--- src/sv/dshs_pkg.sv ---
// Shared types and constants for the dual stepper homing sequencer.
// Used by the config register file, the motor core and the top level.
package dshs_pkg;

  localparam int POSITION_BITS_DEF = 16;
  localparam int FAULT_FLOOR       = 10;
  localparam int CFG_IDX_BITS      = 3;
  localparam int CFG_DATA_BITS     = 16;

  typedef enum logic [2:0] {
    CMD_STOP = 3'd0,
    CMD_FWD  = 3'd1,
    CMD_END  = 3'd2,
    CMD_BACK = 3'd3,
    CMD_ZERO = 3'd4
  } cmd_t;

  typedef enum logic [0:0] {
    OP_TICK = 1'b0,
    OP_LOAD = 1'b1
  } op_t;

  typedef enum logic [CFG_IDX_BITS-1:0] {
    REG_MAX_POS_A     = 3'd0,
    REG_MAX_POS_B     = 3'd1,
    REG_SLOW_ZONE     = 3'd2,
    REG_CONFIRM_COUNT = 3'd3,
    REG_HOME_POSITION = 3'd4,
    REG_BACKOFF_STEPS = 3'd5
  } reg_idx_t;

  typedef struct packed {
    logic [15:0] max_position_a;
    logic [15:0] max_position_b;
    logic [15:0] slow_zone;
    logic [7:0]  switch_confirm_count;
    logic [15:0] home_position;
    logic [15:0] backoff_steps;
  } cfg_t;

  typedef struct packed {
    logic        opcode;
    logic        motor_select;
    logic [2:0]  command;
    logic [15:0] step_count;
    logic [1:0]  home_sw_n;
  } item_t;

  typedef struct packed {
    logic [1:0]  phase_a;
    logic [1:0]  phase_b;
    logic        enable_a;
    logic        enable_b;
    logic [2:0]  mode_a;
    logic [2:0]  mode_b;
    logic [15:0] position_a;
    logic [15:0] position_b;
    logic        home_fault;
  } result_t;

  function automatic logic [1:0] gray2(input logic [1:0] idx);
    logic [1:0] g;
    case (idx)
      2'd0:    g = 2'b00;
      2'd1:    g = 2'b01;
      2'd2:    g = 2'b11;
      2'd3:    g = 2'b10;
      default: g = 2'b00;
    endcase
    return g;
  endfunction

endpackage

--- src/sv/dshs_cfg_regs.sv ---
// Configuration register file for the dual stepper homing sequencer.
// Depends on dshs_pkg for register indexes and the cfg_t bundle.
module dshs_cfg_regs
  import dshs_pkg::*;
(
  input  logic                     clk,
  input  logic                     rst_n,
  input  logic                     cfg_we,
  input  logic [CFG_IDX_BITS-1:0]  cfg_index,
  input  logic [CFG_DATA_BITS-1:0] cfg_wdata,
  output cfg_t                     cfg
);

  cfg_t cfg_r;

  always_ff @(posedge clk) begin
    if (!rst_n) begin
      cfg_r.max_position_a       <= 16'd4000;
      cfg_r.max_position_b       <= 16'd4000;
      cfg_r.slow_zone            <= 16'd200;
      cfg_r.switch_confirm_count <= 8'd3;
      cfg_r.home_position        <= 16'd20;
      cfg_r.backoff_steps        <= 16'd50;
    end else if (cfg_we) begin
      case (reg_idx_t'(cfg_index))
        REG_MAX_POS_A:     cfg_r.max_position_a       <= cfg_wdata;
        REG_MAX_POS_B:     cfg_r.max_position_b       <= cfg_wdata;
        REG_SLOW_ZONE:     cfg_r.slow_zone            <= cfg_wdata;
        REG_CONFIRM_COUNT: cfg_r.switch_confirm_count <= cfg_wdata[7:0];
        REG_HOME_POSITION: cfg_r.home_position        <= cfg_wdata;
        REG_BACKOFF_STEPS: cfg_r.backoff_steps        <= cfg_wdata;
        default: ;
      endcase
    end
  end

  assign cfg = cfg_r;

endmodule

--- src/sv/dshs_motor_core.sv ---
// Per-motor state and single-pass step logic for both motors.
// Depends on dshs_pkg; produces the result word for each applied item.
module dshs_motor_core
  import dshs_pkg::*;
#(
  parameter int POSITION_BITS = POSITION_BITS_DEF
) (
  input  logic    clk,
  input  logic    rst_n,
  input  logic    step,
  input  item_t   item,
  input  cfg_t    cfg,
  output result_t res
);

  localparam int PW = POSITION_BITS;
  localparam int CW = (PW > 16) ? PW : 16;
  localparam logic [PW-1:0] POS_ONES = {PW{1'b1}};

  cmd_t          mode_r  [2];
  logic [15:0]   steps_r [2];
  logic [PW-1:0] pos_r   [2];
  logic [1:0]    idx_r   [2];
  logic          skip_r  [2];
  logic [7:0]    swc_r   [2];
  logic [1:0]    ph_r    [2];

  cmd_t          mode_nxt  [2];
  logic [15:0]   steps_nxt [2];
  logic [PW-1:0] pos_nxt   [2];
  logic [1:0]    idx_nxt   [2];
  logic          skip_nxt  [2];
  logic [7:0]    swc_nxt   [2];
  logic [1:0]    ph_nxt    [2];
  logic [1:0]    en;
  logic          fault;

  always_comb begin
    logic          m;
    cmd_t          mode;
    logic [15:0]   steps;
    logic [PW-1:0] pos;
    logic [CW-1:0] pos_c;
    logic [CW-1:0] limit_c;
    logic          go;
    logic [7:0]    cnt;

    for (int k = 0; k < 2; k++) begin
      mode_nxt[k]  = mode_r[k];
      steps_nxt[k] = steps_r[k];
      pos_nxt[k]   = pos_r[k];
      idx_nxt[k]   = idx_r[k];
      skip_nxt[k]  = skip_r[k];
      swc_nxt[k]   = swc_r[k];
      ph_nxt[k]    = ph_r[k];
    end
    en    = 2'b00;
    fault = 1'b0;

    m       = (mode_r[0] != CMD_STOP) ? 1'b0 : 1'b1;
    mode    = mode_r[m];
    steps   = steps_r[m];
    pos     = pos_r[m];
    pos_c   = CW'(pos);
    limit_c = m ? CW'(cfg.max_position_b) : CW'(cfg.max_position_a);
    go      = 1'b1;
    cnt     = swc_r[m];

    if (item.opcode == OP_LOAD) begin
      mode_nxt[item.motor_select]  = (item.command > CMD_ZERO) ? CMD_STOP
                                                               : cmd_t'(item.command);
      steps_nxt[item.motor_select] = item.step_count;
    end else begin
      case (mode)
        CMD_FWD, CMD_END: begin
          if (mode == CMD_END) begin
            steps = 16'hFFFF;
          end
          if (steps == 16'd0 || pos_c >= limit_c || pos == POS_ONES) begin
            steps_nxt[m] = 16'd0;
            mode_nxt[m]  = CMD_STOP;
          end else begin
            en[m]        = 1'b1;
            ph_nxt[m]    = gray2(idx_r[m]);
            idx_nxt[m]   = idx_r[m] + 2'd1;
            pos_nxt[m]   = pos + PW'(1);
            steps_nxt[m] = steps - 16'd1;
          end
        end
        CMD_BACK, CMD_ZERO: begin
          if (mode == CMD_BACK && steps == 16'd0) begin
            mode_nxt[m] = CMD_STOP;
            go          = 1'b0;
          end else if (pos < PW'(FAULT_FLOOR)) begin
            mode_nxt[m] = CMD_STOP;
            fault       = 1'b1;
            go          = 1'b0;
          end else if (pos_c < CW'(cfg.slow_zone)) begin
            skip_nxt[m] = ~skip_r[m];
            go          = ~skip_r[m];
          end
          if (go) begin
            if (!item.home_sw_n[m]) begin
              if (cnt != 8'hFF) begin
                cnt = cnt + 8'd1;
              end
            end else if (cnt != 8'd0) begin
              cnt = cnt - 8'd1;
            end
            swc_nxt[m] = cnt;
            if (cnt >= cfg.switch_confirm_count) begin
              swc_nxt[m]   = 8'd0;
              pos_nxt[m]   = PW'(cfg.home_position);
              mode_nxt[m]  = CMD_FWD;
              steps_nxt[m] = cfg.backoff_steps;
            end else begin
              en[m]      = 1'b1;
              ph_nxt[m]  = gray2(idx_r[m]);
              idx_nxt[m] = idx_r[m] - 2'd1;
              pos_nxt[m] = pos - PW'(1);
              if (mode == CMD_BACK) begin
                steps_nxt[m] = steps - 16'd1;
              end
            end
          end
        end
        default: mode_nxt[m] = CMD_STOP;
      endcase
    end
  end

  always_ff @(posedge clk) begin
    if (!rst_n) begin
      for (int k = 0; k < 2; k++) begin
        mode_r[k]  <= CMD_STOP;
        steps_r[k] <= '0;
        pos_r[k]   <= '0;
        idx_r[k]   <= '0;
        skip_r[k]  <= 1'b0;
        swc_r[k]   <= '0;
        ph_r[k]    <= '0;
      end
    end else if (step) begin
      for (int k = 0; k < 2; k++) begin
        mode_r[k]  <= mode_nxt[k];
        steps_r[k] <= steps_nxt[k];
        pos_r[k]   <= pos_nxt[k];
        idx_r[k]   <= idx_nxt[k];
        skip_r[k]  <= skip_nxt[k];
        swc_r[k]   <= swc_nxt[k];
        ph_r[k]    <= ph_nxt[k];
      end
    end
  end

  logic [CW-1:0] pos_a_ext;
  logic [CW-1:0] pos_b_ext;

  assign pos_a_ext = CW'(pos_nxt[0]);
  assign pos_b_ext = CW'(pos_nxt[1]);

  assign res.phase_a    = ph_nxt[0];
  assign res.phase_b    = ph_nxt[1];
  assign res.enable_a   = en[0];
  assign res.enable_b   = en[1];
  assign res.mode_a     = mode_nxt[0];
  assign res.mode_b     = mode_nxt[1];
  assign res.position_a = pos_a_ext[15:0];
  assign res.position_b = pos_b_ext[15:0];
  assign res.home_fault = fault;

  a_one_motor: assert property (@(posedge clk) disable iff (!rst_n)
    step |-> !(en[0] && en[1]))
    else $error("both motors enabled on one tick");

  a_fault_idle: assert property (@(posedge clk) disable iff (!rst_n)
    (step && fault) |-> (en == 2'b00))
    else $error("fault flagged on a stepping tick");

  a_load_quiet: assert property (@(posedge clk) disable iff (!rst_n)
    (step && item.opcode == OP_LOAD) |-> (en == 2'b00 && !fault))
    else $error("load word drove coils or fault");

  a_step_moves_a: assert property (@(posedge clk) disable iff (!rst_n)
    (step && en[0]) |=> (pos_r[0] != $past(pos_r[0])))
    else $error("motor A stepped without moving");

endmodule

--- src/sv/dual_stepper_homing_sequencer_top.sv ---
// Top level of the dual stepper homing sequencer: input and result registers
// around dshs_motor_core, plus dshs_cfg_regs. Depends on dshs_pkg.
//
//   channel  direction  handshake            payload
//   in_      input      in_valid/in_ready    opcode, motor_select, command, step_count, switches
//   out_     output     out_valid/out_ready  phases, enables, modes, positions, home_fault
//   cfg_     input      cfg_we               cfg_index, cfg_wdata
//
// Words go from the input register to the result register; one word per cycle unless stalled.
// Motor state updates as a word moves from the input register into the result register.
// A stalled result holds both registers; the input register still fills while empty.
// Synchronous active-low reset clears control, motor state and configuration.
module dual_stepper_homing_sequencer_top
  import dshs_pkg::*;
#(
  parameter int POSITION_BITS = POSITION_BITS_DEF
) (
  input  logic                     clk,
  input  logic                     rst_n,
  input  logic                     in_valid,
  output logic                     in_ready,
  input  logic                     in_opcode,
  input  logic                     in_motor_select,
  input  logic [2:0]               in_command,
  input  logic [15:0]              in_step_count,
  input  logic                     in_home_switch_a_n,
  input  logic                     in_home_switch_b_n,
  output logic                     out_valid,
  input  logic                     out_ready,
  output logic [1:0]               out_phase_a,
  output logic [1:0]               out_phase_b,
  output logic                     out_enable_a,
  output logic                     out_enable_b,
  output logic [2:0]               out_mode_a,
  output logic [2:0]               out_mode_b,
  output logic [15:0]              out_position_a,
  output logic [15:0]              out_position_b,
  output logic                     out_home_fault,
  input  logic                     cfg_we,
  input  logic [CFG_IDX_BITS-1:0]  cfg_index,
  input  logic [CFG_DATA_BITS-1:0] cfg_wdata
);

  logic    s1_valid_r;
  item_t   s1_item_r;
  logic    out_valid_r;
  result_t out_res_r;
  result_t res;
  cfg_t    cfg;
  logic    advance;
  logic    fire;

  assign advance  = !out_valid_r || out_ready;
  assign fire     = s1_valid_r && advance;
  assign in_ready = !s1_valid_r || advance;

  always_ff @(posedge clk) begin
    if (!rst_n) begin
      s1_valid_r  <= 1'b0;
      out_valid_r <= 1'b0;
    end else begin
      if (in_ready) begin
        s1_valid_r <= in_valid;
      end
      if (advance) begin
        out_valid_r <= s1_valid_r;
      end
    end
  end

  always_ff @(posedge clk) begin
    if (in_valid && in_ready) begin
      s1_item_r <= '{opcode:       in_opcode,
                     motor_select: in_motor_select,
                     command:      in_command,
                     step_count:   in_step_count,
                     home_sw_n:    {in_home_switch_b_n, in_home_switch_a_n}};
    end
    if (fire) begin
      out_res_r <= res;
    end
  end

  dshs_cfg_regs u_cfg (
    .clk       (clk),
    .rst_n     (rst_n),
    .cfg_we    (cfg_we),
    .cfg_index (cfg_index),
    .cfg_wdata (cfg_wdata),
    .cfg       (cfg)
  );

  dshs_motor_core #(
    .POSITION_BITS (POSITION_BITS)
  ) u_core (
    .clk   (clk),
    .rst_n (rst_n),
    .step  (fire),
    .item  (s1_item_r),
    .cfg   (cfg),
    .res   (res)
  );

  assign out_valid      = out_valid_r;
  assign out_phase_a    = out_res_r.phase_a;
  assign out_phase_b    = out_res_r.phase_b;
  assign out_enable_a   = out_res_r.enable_a;
  assign out_enable_b   = out_res_r.enable_b;
  assign out_mode_a     = out_res_r.mode_a;
  assign out_mode_b     = out_res_r.mode_b;
  assign out_position_a = out_res_r.position_a;
  assign out_position_b = out_res_r.position_b;
  assign out_home_fault = out_res_r.home_fault;

endmodule
--- config.mk ---
export PLATFORM = sky130hd
export DESIGN_NAME = dual_stepper_homing_sequencer_top
export DESIGN_NICKNAME = d
export VERILOG_FILES = /design/src/sv/dshs_pkg.sv /design/src/sv/dshs_cfg_regs.sv /design/src/sv/dshs_motor_core.sv /design/src/sv/dual_stepper_homing_sequencer_top.sv
export SDC_FILE = /design/constraint.sdc
export NUM_CORES = 1
export LEC_CHECK = 0
export ABC_AREA = 1
export BUFFER_PORTS_ARGS = -buffer_cell sky130_fd_sc_hd__buf_2
export CAP_MARGIN = 20
export CORE_MARGIN = 3
export CORE_UTILIZATION = 62
export DETAILED_ROUTE_END_ITERATION = 8
export PLACE_DENSITY = 0.87
export SETUP_SLACK_MARGIN = 0.4
export SYNTH_ARGS = -nofsm -noshare
export SYNTH_HDL_FRONTEND = slang
export SYNTH_SLANG_ARGS = --single-unit
--- constraint.sdc ---
create_clock -name clk -period 6.5 [get_ports clk]
set_input_delay 0.975 -clock clk [delete_from_list [all_inputs] [get_ports clk]]
set_output_delay 0.975 -clock clk [all_outputs]
set_load 0.02 [all_outputs]
* Yosys cells after proc, flatten, opt, wreduce, memory -nomap -nowiden *
Memories as Yosys holds them, arrays and structs flattened.
Cells that the tools add are included.

operators by class
  bitwise logic cells = 27
  add/sub/neg operators = 8
  mux-type cells = 119
  reduce and logical (&&, ||, !) cells = 27
  eq/ne operators = 14
  $lt $le $gt $ge = 11

operators by type and width
  kind                                                                           number
  32-bit 2-to-1 mux                                                              9
  32-bit bitwise mux                                                             7
  16-bit 2-to-1 mux                                                              14
  32-bit case mux with 2 select lines                                            2
  8-bit 2-to-1 mux                                                               9
  6-bit 2-to-1 mux                                                               8
  16-bit by 1-bit subtractor with 16-bit output, second input constant           3
  2-bit 2-to-1 mux                                                               20
  32-bit AND                                                                     1
  16-bit demux with 1-bit select                                                 2
  16-bit logical NOT                                                             2
  4-bit 2-to-1 mux                                                               8
  32-bit inverter                                                                1
  1-bit 2-to-1 mux                                                               17
  16-bit by 1-bit adder with 16-bit output, second input constant                1
  16-bit AND                                                                     1
  16-bit bitwise mux                                                             1
  4-bit bitwise mux                                                              4
  16-bit equality test, second input constant                                    1
  16-bit >= comparator                                                           1
  16-bit less-than comparator                                                    1
  16-bit by 4-bit less-than comparator with 1-bit output, second input constant  1
  16-bit inverter                                                                1
  4-bit case mux with 2 select lines                                             2
  other kinds (44)                                                               89

word-level totals
  memories = 7
  output and inout port bits = 47
  RAM bits = 96
  word-level logic and storage cells = 235
  register bits after elaboration = 158
  bits of input ports = 47

memory list
  name            depth  width  rd ports  clocked after Yosys merged registers in  write ports  RTL line               RTL
  u_core.pos_r    2      16     3         0                                        2            dshs_motor_core.sv:22  logic [PW-1:0] pos_r [2];
  u_core.steps_r  2      16     3         0                                        2            dshs_motor_core.sv:21  logic [15:0] steps_r [2];
  u_core.swc_r    2      8      3         0                                        2            dshs_motor_core.sv:25  logic [7:0] swc_r [2];
  u_core.mode_r   2      3      3         0                                        2            dshs_motor_core.sv:20  cmd_t mode_r [2];
  u_core.idx_r    2      2      3         0                                        2            dshs_motor_core.sv:23  logic [1:0] idx_r [2];
  u_core.ph_r     2      2      2         0                                        2            dshs_motor_core.sv:26  logic [1:0] ph_r [2];
  +1 memories     --     --     --        --                                       --           --

* Depth between registers and ports, before layout *
An unclocked memory read counts as a cell.

  word-level depth = 23
  gate-level depth with buffers = 33
  gate-level depth less buffers = 31

* Cells and area by module *
Synthesis repeated with hierarchy kept, for this count alone.

unflattened totals
  cell total of the unflattened synthesis = 2488
  area, all modules = 17399.2 um^2

modules (own cells, without submodules)
  module                             instances  area each (um^2)  cells an instance
  dshs_motor_core                    1          11781.3           1918
  dshs_cfg_regs                      1          3480.8            489
  dual_stepper_homing_sequencer_top  1          2137.0            81

* Worst setup path after synthesis *
Ideal clock, no wire load.

  path kind = register to register
  start point = mem u_core.mode_r[0][0] (netlist bit)
  end point = mem u_core.steps_r[0][0] (enable)
  arrival = 4.997 ns
  stages on the path, launching flop included = 26
  library setup time = 0.432 ns
  data required time = 6.068 ns
  path slack = 1.071 ns
  period minus slack after synthesis = 5.429 ns
  cells stage by stage = edfxtp_1 > nor2_4 > nand2_4 > buf_6 > buf_8 > buf_6 > nand2_2 > nand2_2 > ha_1 > inv_1 > nor2_2 > nand4_2 > nand3_1 > a21oi_1 > o21ai_1 > and2_1 > ha_1 > nand2_1 > nor2_1 > nand4_1 > nand3_1 > inv_2 > clkbuf_1 > nand3_1 > nand2_1 > a21oi_1

RTL lines
  element             RTL line
  start: declaration  dshs_motor_core.sv:20
  end: declaration    dshs_motor_core.sv:21

==> flow_summary_export.csv <==
group,metric,value,unit
finish,final_nets,2405,
critical_path,cp_slowest_cell,"edfxtp_1",
clocking,hold_buffers,0,
sta,skew,0.0203,ns
power_and_ir_drop,p_leak,8.10,nW
clocking,clk_latency,0.56,ns
power_and_ir_drop,ir_drop,0.275,mV
drt,drt-initial-drc-count,2433,
die,io_pins,94,
logic_synthesis,synth_compound_area_frac,0.153,
clocking,cts_buffer_depth,3,
logic_synthesis,avgSynthCellArea,7.26,um^2
logic_synthesis,synth-adder-area-share,0.0335,
critical_path,crit_path_end_kind,"flip-flop",
finish,drive_gt1_frac,0.107,
run,max_cap_violations,0,
sta,slew_headroom,0.255,
drt,detail-route-antenna-nets,0,
logic_synthesis,ys.flop_type,"edfxtp_1",
clocking,cts_buffers,28,
global_routing,grt_pass1_vias,15500,
critical_path,crit_chain,"nor2_4 > nand2_4 > inv_2 > nand2_1 > nand2_1 > ha_1 > inv_1 > nor2_2 > nand4_2 > nand3_1 > o21ai_1 > and2_1 > ha_1 > nand2_1 > nor2_1 > nand4_1 > nand3_1 > buf_4 > inv_2 > o21ai_0 > nand3_1 > nand3_1 > a21oi_1",
sta,tightest_slew,1.11,ns
clocking,cts_htree_levels,1,
place,place.gp.congestion,1.03,
critical_path,worstPathArrival,5.55,ns
clocking,clock_sink_count,254,
global_routing,antenna_found_initial,0,
logic_synthesis,ys_seq_area_frac,0.409,
logic_synthesis,ys_seq_elements,254,
finish,syn_to_final_growth,9.10,%
critical_path,crit_type,"reg -> reg",
drt,route.detailed.drc,0,
global_routing,grt_max_degree,91,
die,die_w,169,um
sta,rsz0062_at_grt,"false",
die,die_h,169,um
drt,wl_per_cell,20.0,um
power_and_ir_drop,power_density,269,mW/mm^2
finish,nFillCells,2102,
drt,dr.pass1.iters,7,
logic_synthesis,yosysWarnings,0,
die,num_rows,58,
critical_path,cp_common_cell,"nand3_1",
logic_synthesis,synth_top_family_by_area,"simple AND/OR/NAND/NOR gates",
clocking,cts_resized,0,
place,io_buffers,93,
clocking,cts_root_buf,"clkbuf_16",
critical_path,path_max_fanout,31,
drt,vias,16400,
place,post-dp-hpwl,37400,um
logic_synthesis,yosys.area_share.simple,0.291,
die,dieArea,0.0285,mm^2
drt,wirelength,53300,um
worst_hold_path,hold_path_class,"reg -> reg",
logic_synthesis,synth-xor-area-share,0.0181,
logic_synthesis,async_flop_share,0,
logic_synthesis,yosys.cell_types.count,55,
die,initial_core_util,0.642,
sta,finalSetupViolCount,0,
logic_synthesis,syn-num-nets,2354,
finish,fin_area,0.0179,mm^2
outcome,outcome,"complete, no violations",
logic_synthesis,synth.area.mux_share,0.00913,
place,place_area,0.0171,mm^2
clocking,cts_tree,"yes",
critical_path,cp.required,6.76,ns
global_routing,track_usage,0.365,
sta,finalHoldViolations,0,
clocking,clk_pin_slew,0.06,ns
critical_path,cp_num_buf_inv,4,
sta,finalCriticalPeriod,5.29,ns
sta,drv_slew,0,
logic_synthesis,syn-cell-area,0.0164,mm^2
clocking,post_cts_buffers,0,
drt,detail_route.vias_per_cell,6.16,
global_routing,grt_pass1_wl,83400,um
critical_path,max_stage_delay,0.48,ns
critical_path,cp_top_family,"simple AND/OR/NAND/NOR gates",
critical_path,startpoint_type,"flip-flop",
sta,period_share,0.814,
die,core_area,0.0256,mm^2
sta,tns,0,ns
sta,fmax,0.189,GHz
logic_synthesis,synthCells,2263,
logic_synthesis,synth_edf_count,164,
finish,num_antenna_cells,0,
global_routing,grt_overflow,0,
[state kept, by name, summed over array words and instances (netlist names), 3 cells and up]
name,count
u_core.idx_r,4
u_core.ph_r,4
u_core.pos_r,32
u_core.swc_r,16
u_cfg.cfg,88
out_position_a,16
u_core.steps_r,32
out_mode_b,3
out_mode_a,3
u_core.mode_r,6
out_position_b,16
s1_item_r,23
[power by group]
| part | switching, mW | internal [mW] | total, mW | leakage, nW |
|---|---|---|---|---|
| combinational | 1.02 | 0.399 | 1.42 | 5.26 |
| sequential | 0.0568 | 1.84 | 1.89 | 2.40 |
| clock | 0.655 | 0.856 | 1.51 | 0.437 |
| total | 1.73 | 3.09 | 4.82 | 8.10 |
[path summary, 6_finish.rpt]
kind,slack (ns),cells after the start,from,end
min reg2reg,0.46,2,u_cfg.cfg[77]$_SDFFE_PN1P_,u_cfg.cfg[77]$_SDFFE_PN1P_
max,1.21,23,u_core.mode_r[0][0]$_SDFFCE_PN0N_,u_core.pos_r[1][1]$_SDFFCE_PN0N_
max reg2reg,1.21,23,u_core.mode_r[0][0]$_SDFFCE_PN0N_,u_core.pos_r[1][1]$_SDFFCE_PN0N_
min,0.46,2,u_cfg.cfg[77]$_SDFFE_PN1P_,u_cfg.cfg[77]$_SDFFE_PN1P_
[tightest hold or removal path: cells and delay by family (launching register included)]
family,cells,cell delay [ns]
and+or+nand+nor,2,0.10
DFF,1,0.33
[layer usage]
metal,part of all wire,GRT usage,vias up
li1,-,-,7657
met1,0.39,0.486,7472
met2,0.45,0.590,1076
met3,0.10,0.0439,224
met4,0.060,0.186,0
met5,0,0,-
[layout by cell type (no fill, tap or decap), types with 17 or more instances in the layout]
cell type  count
o22ai_1       20
a21oi_1      170
nand2_1      632
dfxtp_1       90
o211ai_1      17
edfxtp_1     164
buf_4         27
o21ai_0      168
nor2_1       199
nand4_1       24
a22oi_1       17
ha_1          44
xor2_1        27
buf_2         93
o21ai_1       18
nand3_1      191
inv_1        227
clkbuf_16     29
[kinds of logic after synthesis]
group | after synthesis
simple gates | 1118
compound gates | 454
buf+inv | 344
flops | 254
fa+ha+maj | 44
xor+xnor | 34
mux | 15
[synth_stat cells, types with 22 or more instances]
| library cell | instances | share of area |
|---|---|---|
| a21oi_1 | 171 | 0.052 |
| buf_2 | 22 | 0.0067 |
| clkbuf_1 | 62 | 0.014 |
| dfxtp_1 | 90 | 0.11 |
| edfxtp_1 | 164 | 0.30 |
| ha_1 | 44 | 0.033 |
| inv_1 | 230 | 0.053 |
| nand2_1 | 632 | 0.14 |
| nand3_1 | 191 | 0.058 |
| nand4_1 | 24 | 0.0091 |
| nor2_1 | 201 | 0.046 |
| o21ai_0 | 168 | 0.051 |
| xor2_1 | 27 | 0.014 |
[area by class of cell]
cell class	instances	area (um^2)	share of cell area
multi-input cells	1665	8310	0.463
inverters	243	915	0.0510
flip-flops and latches	254	6730	0.375
well taps	330	413	0.0230
clock inverters	10	55.1	0.00307
clock buffers	42	807	0.0450
repair buffers	122	708	0.0395
[metrics by stage]
stage               setup WS [ns]  power (mW)  hold slack [ns]  cells   util
floorplan                    1.07        2.89            0.428   2263      -
global placement             1.55        3.26            0.437   2612  0.666
detailed placement           1.39        3.29            0.442   2612  0.666
CTS                          1.37        4.78            0.458   2664  0.700
global route                0.902        5.02            0.475   2666  0.700
finish                       1.21        4.82            0.456   2666  0.700
No activity file was read; power rests on OpenSTA's default activity.
